## config.mk

```make
export PLATFORM = sky130hd
export DESIGN_NAME = rudder_position_controller_core
export DESIGN_NICKNAME = d
export VERILOG_FILES = /design/src/design/rpc_pkg.sv /design/src/design/rpc_prop_law.sv /design/src/design/rudder_position_controller_core.sv
export SDC_FILE = /design/constraint.sdc
export NUM_CORES = 1
export LEC_CHECK = 0
export BUFFER_PORTS_ARGS = -buffer_cell sky130_fd_sc_hd__buf_2
export CORE_UTILIZATION = 30
export CTS_CLUSTER_SIZE = 14
export DETAILED_ROUTE_END_ITERATION = 16
export PLACE_DENSITY = 0.44
export SYNTH_ARGS = -nofsm -noshare
export SYNTH_HDL_FRONTEND = slang
export SYNTH_SLANG_ARGS = --single-unit
export TNS_END_PERCENT = 10
```

## constraint.sdc

```tcl
create_clock -name clk -period 13.38 [get_ports clk]
set_input_delay 2.007 -clock clk [delete_from_list [all_inputs] [get_ports clk]]
set_output_delay 2.007 -clock clk [all_outputs]
set_load 0.05 [all_outputs]
```

## src/design/rpc_pkg.sv

```systemverilog
// Shared types and constants for the rudder position controller.
`default_nettype none

package rpc_pkg;

  typedef enum logic [1:0] {
    REQ_SET_TARGET = 2'd0,
    REQ_STOP       = 2'd1,
    REQ_JOG        = 2'd2,
    REQ_POSITION   = 2'd3
  } req_code_t;

  typedef enum logic [1:0] {
    CFG_DEADBAND  = 2'd0,
    CFG_JOG_LIMIT = 2'd1
  } cfg_code_t;

  localparam int unsigned DEADBAND_W  = 10;
  localparam int unsigned JOG_LIMIT_W = 14;
  localparam int unsigned ANGLE_W     = 16;
  localparam int unsigned SPEED_W     = 11;
  localparam int unsigned CFG_INDEX_W = 2;
  localparam int unsigned CFG_DATA_W  = 14;

  localparam logic [DEADBAND_W-1:0]  DEADBAND_RESET  = 10'd50;
  localparam logic [JOG_LIMIT_W-1:0] JOG_LIMIT_RESET = 14'd2900;

  localparam int SpeedMax = 1000;
  localparam int SpeedDiv = 6;
  // Error magnitude at which the rounded quotient reaches full speed.
  localparam int SatMag   = SpeedMax * SpeedDiv - SpeedDiv / 2;
  // floor(m / 6) == (m * DivRecip) >> DivShift for every m below 2**17.
  localparam int DivShift = 18;
  localparam int DivRecip = (1 << DivShift) / SpeedDiv + 1;

  typedef struct packed {
    req_code_t                  req_type;
    logic signed [ANGLE_W-1:0]  value;
    logic                       autopilot_engaged;
    logic signed [ANGLE_W-1:0]  rudder_angle;
  } req_t;

  typedef struct packed {
    logic signed [SPEED_W-1:0] speed_cmd;
    logic                      settled;
  } res_t;

  // Outcome of the proportional law for one position report.
  typedef struct packed {
    logic signed [SPEED_W-1:0] speed;
    logic                      in_band;
  } law_t;

endpackage

`default_nettype wire

```

## src/design/rpc_prop_law.sv

```systemverilog
// Proportional position law: error, deadband test and scaled speed.
`default_nettype none

module rpc_prop_law (
  input  wire logic signed [rpc_pkg::ANGLE_W-1:0]     target_angle,
  input  wire logic signed [rpc_pkg::ANGLE_W-1:0]     position,
  input  wire logic        [rpc_pkg::DEADBAND_W-1:0]  deadband,
  output rpc_pkg::law_t                               law
);

  localparam int ErrW  = rpc_pkg::ANGLE_W + 1;
  localparam int MW    = 13;
  localparam int RecW  = 16;
  localparam int ProdW = MW + RecW;
  localparam int QW    = rpc_pkg::SPEED_W;

  logic signed [ErrW-1:0]        err;
  logic        [ErrW-1:0]        mag;
  logic                          sat;
  logic        [MW-1:0]          m;
  logic        [ProdW-1:0]       prod;
  logic        [QW-1:0]          q;
  logic        [QW-1:0]          sp;

  always_comb begin
    err  = ErrW'(target_angle) - ErrW'(position);
    mag  = err[ErrW-1] ? ErrW'(-err) : ErrW'(err);
    sat  = mag >= ErrW'(rpc_pkg::SatMag);
    // Round half away from zero: add half the divisor before the floor divide.
    m    = MW'(mag) + MW'(rpc_pkg::SpeedDiv / 2);
    prod = ProdW'(m) * ProdW'(rpc_pkg::DivRecip);
    q    = prod[rpc_pkg::DivShift +: QW];
    if (sat) begin
      sp = QW'(rpc_pkg::SpeedMax);
    end else if (q == '0) begin
      sp = QW'(1);
    end else begin
      sp = q;
    end
    law.speed   = err[ErrW-1] ? $signed(-sp) : $signed(sp);
    law.in_band = mag < ErrW'(deadband);
  end

endmodule

`default_nettype wire

```

## src/design/rudder_position_controller_core.sv

```systemverilog
// Rudder position controller: request decode, loop state and result register.
// A request accepted into the input register moves on, into the result register
// if it emits a result, once that register is free or its result is being taken.
// Throughput: one request per cycle; intake stalls only while both the input
// register and the result register are full and the result is stalled.
// Reset: synchronous, clears both stages, the loop state and target, and
// loads deadband = 50 and jog_limit = 2900.
`default_nettype none

module rudder_position_controller_core (
  input  wire logic                                clk,
  input  wire logic                                rst,
  input  wire logic                                req_valid,
  output logic                                     req_stall,
  input  wire rpc_pkg::req_t                       req_data,
  output logic                                     res_valid,
  input  wire logic                                res_stall,
  output rpc_pkg::res_t                            res_data,
  input  wire logic                                cfg_valid,
  output logic                                     cfg_ready,
  input  wire logic [rpc_pkg::CFG_INDEX_W-1:0]     cfg_index,
  input  wire logic [rpc_pkg::CFG_DATA_W-1:0]      cfg_data
);

  localparam int AW = rpc_pkg::ANGLE_W + 1;
  localparam int SW = rpc_pkg::SPEED_W;

  logic [rpc_pkg::DEADBAND_W-1:0]       deadband;
  logic [rpc_pkg::JOG_LIMIT_W-1:0]      jog_limit;
  logic signed [rpc_pkg::ANGLE_W-1:0]   target_angle;
  logic                                 loop_armed;
  logic                                 rudder_mode;

  logic                                 in_full;
  rpc_pkg::req_t                        in_req;
  logic                                 out_full;
  rpc_pkg::res_t                        out_res;

  logic                                 out_free;
  logic                                 advance;
  logic                                 accept;

  rpc_pkg::law_t                        law;
  logic                                 emit;
  rpc_pkg::res_t                        res_next;
  logic signed [AW-1:0]                 lim;
  logic signed [AW-1:0]                 angle;
  logic                                 jog_ok;
  logic signed [SW-1:0]                 jog_speed;

  assign cfg_ready = 1'b1;

  assign out_free  = !out_full || !res_stall;
  assign advance   = in_full && out_free;
  assign req_stall = in_full && !out_free;
  assign accept    = req_valid && !req_stall;
  assign res_valid = out_full;
  assign res_data  = out_res;

  rpc_prop_law u_law (
    .target_angle (target_angle),
    .position     (in_req.value),
    .deadband     (deadband),
    .law          (law)
  );

  always_comb begin
    lim    = AW'($signed({1'b0, jog_limit}));
    angle  = AW'(in_req.rudder_angle);
    jog_ok = !in_req.autopilot_engaged &&
             ((in_req.value > 0 && angle < lim) || (in_req.value < 0 && angle > -lim));
    // Clamp jog speed to full scale either way.
    if (in_req.value > rpc_pkg::SpeedMax) begin
      jog_speed = SW'(rpc_pkg::SpeedMax);
    end else if (in_req.value < -rpc_pkg::SpeedMax) begin
      jog_speed = SW'(-rpc_pkg::SpeedMax);
    end else begin
      jog_speed = SW'(in_req.value);
    end

    emit     = 1'b0;
    res_next = '0;
    unique case (in_req.req_type)
      rpc_pkg::REQ_SET_TARGET: begin
        emit = 1'b0;
      end
      rpc_pkg::REQ_STOP: begin
        emit             = 1'b1;
        res_next.settled = 1'b1;
      end
      rpc_pkg::REQ_JOG: begin
        emit               = jog_ok;
        res_next.speed_cmd = jog_speed;
      end
      rpc_pkg::REQ_POSITION: begin
        emit = loop_armed && rudder_mode;
        if (law.in_band) begin
          res_next.settled = 1'b1;
        end else begin
          res_next.speed_cmd = law.speed;
        end
      end
      default: begin
        emit = 1'b0;
      end
    endcase
  end

  always_ff @(posedge clk) begin
    if (rst) begin
      deadband  <= rpc_pkg::DEADBAND_RESET;
      jog_limit <= rpc_pkg::JOG_LIMIT_RESET;
    end else if (cfg_valid && cfg_ready) begin
      if (cfg_index == rpc_pkg::CFG_DEADBAND) begin
        deadband <= cfg_data[rpc_pkg::DEADBAND_W-1:0];
      end else if (cfg_index == rpc_pkg::CFG_JOG_LIMIT) begin
        jog_limit <= cfg_data[rpc_pkg::JOG_LIMIT_W-1:0];
      end
    end
  end

  // Input stage: hold the request until the result side can take it.
  always_ff @(posedge clk) begin
    if (rst) begin
      in_full <= 1'b0;
    end else if (accept) begin
      in_full <= 1'b1;
    end else if (advance) begin
      in_full <= 1'b0;
    end
    if (accept) begin
      in_req <= req_data;
    end
  end

  // Loop state changes as the request leaves the input stage.
  always_ff @(posedge clk) begin
    if (rst) begin
      target_angle <= '0;
      loop_armed   <= 1'b0;
      rudder_mode  <= 1'b0;
    end else if (advance) begin
      if (in_req.req_type == rpc_pkg::REQ_SET_TARGET) begin
        target_angle <= in_req.value;
        loop_armed   <= 1'b1;
        rudder_mode  <= 1'b1;
      end else if (in_req.req_type == rpc_pkg::REQ_STOP) begin
        loop_armed <= 1'b0;
      end else if (in_req.req_type == rpc_pkg::REQ_POSITION && emit && law.in_band) begin
        loop_armed <= 1'b0;
      end
    end
  end

  always_ff @(posedge clk) begin
    if (rst) begin
      out_full <= 1'b0;
    end else if (out_free) begin
      out_full <= advance && emit;
    end
    if (out_free && advance && emit) begin
      out_res <= res_next;
    end
  end

  a_settled_zero: assert property (@(posedge clk) disable iff (rst)
    res_valid && res_data.settled |-> res_data.speed_cmd == '0)
    else $error("settled result carries nonzero speed");

  a_speed_range: assert property (@(posedge clk) disable iff (rst)
    res_valid |-> (res_data.speed_cmd <= SW'(rpc_pkg::SpeedMax) &&
                   res_data.speed_cmd >= SW'(-rpc_pkg::SpeedMax)))
    else $error("speed command out of range");

  a_armed_mode: assert property (@(posedge clk) disable iff (rst)
    loop_armed |-> rudder_mode)
    else $error("loop armed without rudder mode");

  a_stall_cause: assert property (@(posedge clk) disable iff (rst)
    req_stall |-> in_full && res_valid && res_stall)
    else $error("request stalled without a blocked result");

  a_drain: assert property (@(posedge clk) disable iff (rst)
    in_full && !res_stall |=> !in_full || $past(accept))
    else $error("input stage failed to advance");

endmodule

`default_nettype wire

```

==> flow_summary.json <==
{
  "outcome": "completed",
  "r2r-end": "res_data[11]",
  "synth_cells": 1096,
  "io_buffers": 69,
  "htreeDepth": 3,
  "syn_area_sq_mm": 0.00961,
  "synth_top_area_cell": "ha_1",
  "place_congestion": 0.862,
  "clkTransAtPathRegs_ns": 0.07,
  "ant_nets": 0,
  "tritoncts": "built",
  "cap_violations": 0,
  "hold_buffers": 0,
  "synth_top_family_by_area": "adder cells",
  "die_area_sq_mm": 0.0328,
  "grt_pass1_vias": 7834,
  "synth-edff-count": 47,
  "post_synth_main_area_contributors": "ha_1 18%, edfxtp_1 15%, fa_1 10%, dfxtp_1 9.2%, inv_1 6.4%",
  "gr-total-overflow": 0,
  "post_cts_buffers": 0,
  "tightest_slew_ns": 1.10,
  "fillers": 3336,
  "syn_area_per_cell_sq_um": 8.77,
  "synth_warnings": 0,
  "antenna_cells": 0,
  "ys_seq_area_share_pct": 23.8,
  "die_h_um": 181,
  "clock_path_buffers": 2,
  "root_buffer": "clkbuf_16",
  "finalClockSkew_ns": 0.0106,
  "final_common_cell": "inv_1",
  "synth_flop_cell": "edfxtp_1",
  "coreArea_sq_mm": 0.0316,
  "start_kind": "register",
  "r2r_cells": 41,
  "setup_tns_ns": 0,
  "vias": 7656,
  "grt_max_degree": 45,
  "hold_violations": 0,
  "arrival_ns": 11.57,
  "numCtsBuffers": 9,
  "worst_path_max_delay_cell": "a221o_1",
  "setup.worst_path.end": "res_data[11]",
  "antenna_found_initial": 0,
  "cts.sinks": 91,
  "nNetsFinal": 1391,
  "viasPerCell": 4.92,
  "syn_nets": 1338,
  "multi_input_area_sq_mm": 0.00658,
  "mostFrequentLayoutCells": "165 x inv_1, 136 x ha_1, 110 x nand2_1",
  "slew_headroom_pct": 27.0,
  "finalSetupViolations": 0,
  "path_max_fanout": 30,
  "placementRows": 65,
  "timing.critical_path.mode_cell": "inv_1",
  "setup_ws_ns": 1.93,
  "start_util_pct": 30.5,
  "grtUsageTotal_pct": 15.3,
  "synthMuxAreaShare_pct": 0.755,
  "seqCellArea_sq_mm": 0.00229,
  "synth_simple_gate_area_share_pct": 14.8,
  "syn2layout_area_growth_pct": 10.9,
  "drc_errors": 0,
  "cp-startpoint": "in_req[22]",
  "fmax_mhz": 87.4,
  "hold_class": "register to register",
  "end_kind": "register",
  "yosysUniqueCellTypes": 87,
  "cp.required_ns": 13.50,
  "reg2reg_from": "in_req[22]",
  "die_x_um": 181,
  "cpPeakStageDelay_ns": 0.92,
  "wl_per_cell_um": 15.3,
  "drive_gt1_share_pct": 10.7,
  "drt_iter0_drc": 484,
  "io_pins": 71,
  "yosysTopAreaCellShare_pct": 17.7,
  "wl_mm": 23.9,
  "synth_compound_gate_area_share_pct": 19.4,
  "synthAdderAreaFrac_pct": 28.2,
  "crit_type": "register to register",
  "synthArstFlopShare_pct": 0,
  "clk-insertion-delay-late_ns": 0.36,
  "fin_crit_sh_pct": 85.5,
  "rsz0062_at_grt": "no",
  "hpwlAfterDp_mm": 19.7,
  "ys_seq_elements": 91,
  "ctsResizeCount": 0,
  "grt_pass1_wl_mm": 39.8,
  "dp_worst_setup_slack_ns": 2.04,
  "fin_crit_ns": 11.45,
  "final_max_slew_viol_count": 0,
  "synth-xor-area-share_pct": 5.12,
  "dr.pass1.iters": 7,
  "r2r_slack_ns": 1.93
}
==> critical path, delay by kind of cell (launching register included) <==
| kind | cells | cell delay, ns |
|---|---|---|
| xor gates and xnor gates | 2 | 0.61 |
| AOI/OAI and AO/OA | 17 | 4.67 |
| and+or+nand+nor | 7 | 1.30 |
| buffers and inverters | 5 | 0.35 |
| muxes | 2 | 0.53 |
| DFF | 1 | 0.45 |
| adders and majority gates | 8 | 3.29 |
==> worst min-delay path by stage <==
stage,from,to,depth (start not counted)
3_3_place_gp,target_angle[0],target_angle[0],2
5_1_grt,deadband[0],deadband[0],2
6_report,deadband[0],deadband[0],2
3_5_place_dp,deadband[0],deadband[0],2
2_1_floorplan,deadband[0],deadband[0],2
4_1_cts,deadband[0],deadband[0],2
==> area by class of cell <==
type	count	share of cell area [%]
well taps	402	4.72
repair buffers	72	3.45
multi-input cells	810	61.7
clock buffers	11	2.48
inverters	165	5.81
clock inverters	5	0.317
flip-flops and latches	91	21.5
==> cells in the mapped netlist, types with 3 or more instances <==
master and count:
o21ai_0 31, o22ai_1 3, a21oi_1 78, o211ai_1 5
and2_1 8, nand2_1 110, and3_1 10, nor3_1 19
nand2b_1 11, a31o_2 3, nand3_1 17, or2_2 4
or3_1 6, a21o_1 23, ha_1 136, mux2i_1 5
o21a_1 12, xnor2_1 34, o41ai_1 3, a31oi_1 11
nor2b_1 13, a211oi_1 14, nand4_1 20, o21bai_1 3
clkbuf_1 22, o2111ai_1 4, edfxtp_1 47, xor2_1 19
nor4_1 4, nor3b_1 3, a211o_1 14, fa_1 50
dfxtp_1 44, o21ai_1 12, nor2_1 56, inv_1 165
buf_2 5, o31ai_1 6
==> flip-flops by register name (all words and copies together) (netlist names) <==
name / cells
rudder_mode: 1
target_angle: 16
jog_limit: 14
in_full: 1
res_valid: 1
loop_armed: 1
angle: 16
res_data: 12
in_req: 19
deadband: 10
==> cells by family after synthesis <==
logic type	after synthesis
and+or+nand+nor	295
AOI/OAI and AO/OA	266
buffers and inverters	195
adders and majority gates	187
DFF	91
xor gates and xnor gates	54
muxes	7
other	1
==> stage by stage <==
stage,cells,utilization (%),hold WS (ns),instance area (sq um)
2_1_floorplan,1096,-,0.434,9610
3_3_place_gp,1540,32.8,0.445,10400
3_5_place_dp,1540,32.8,0.448,10400
4_1_cts,1556,33.8,0.458,10700
5_1_grt,1556,33.8,0.481,10700
6_report,1556,33.8,0.453,10700
==> metal layers <==
metal	wire, um	vias up	GRT usage, %
li1	-	3931	-
met2	10900	108	25.4
met5	0	-	0
met1	11900	3591	20.6
met3	630	26	1.87
met4	451	0	5.08
Power is not shown: default switching activity piles up to over one toggle a cycle in this logic, so the estimate is an artifact.
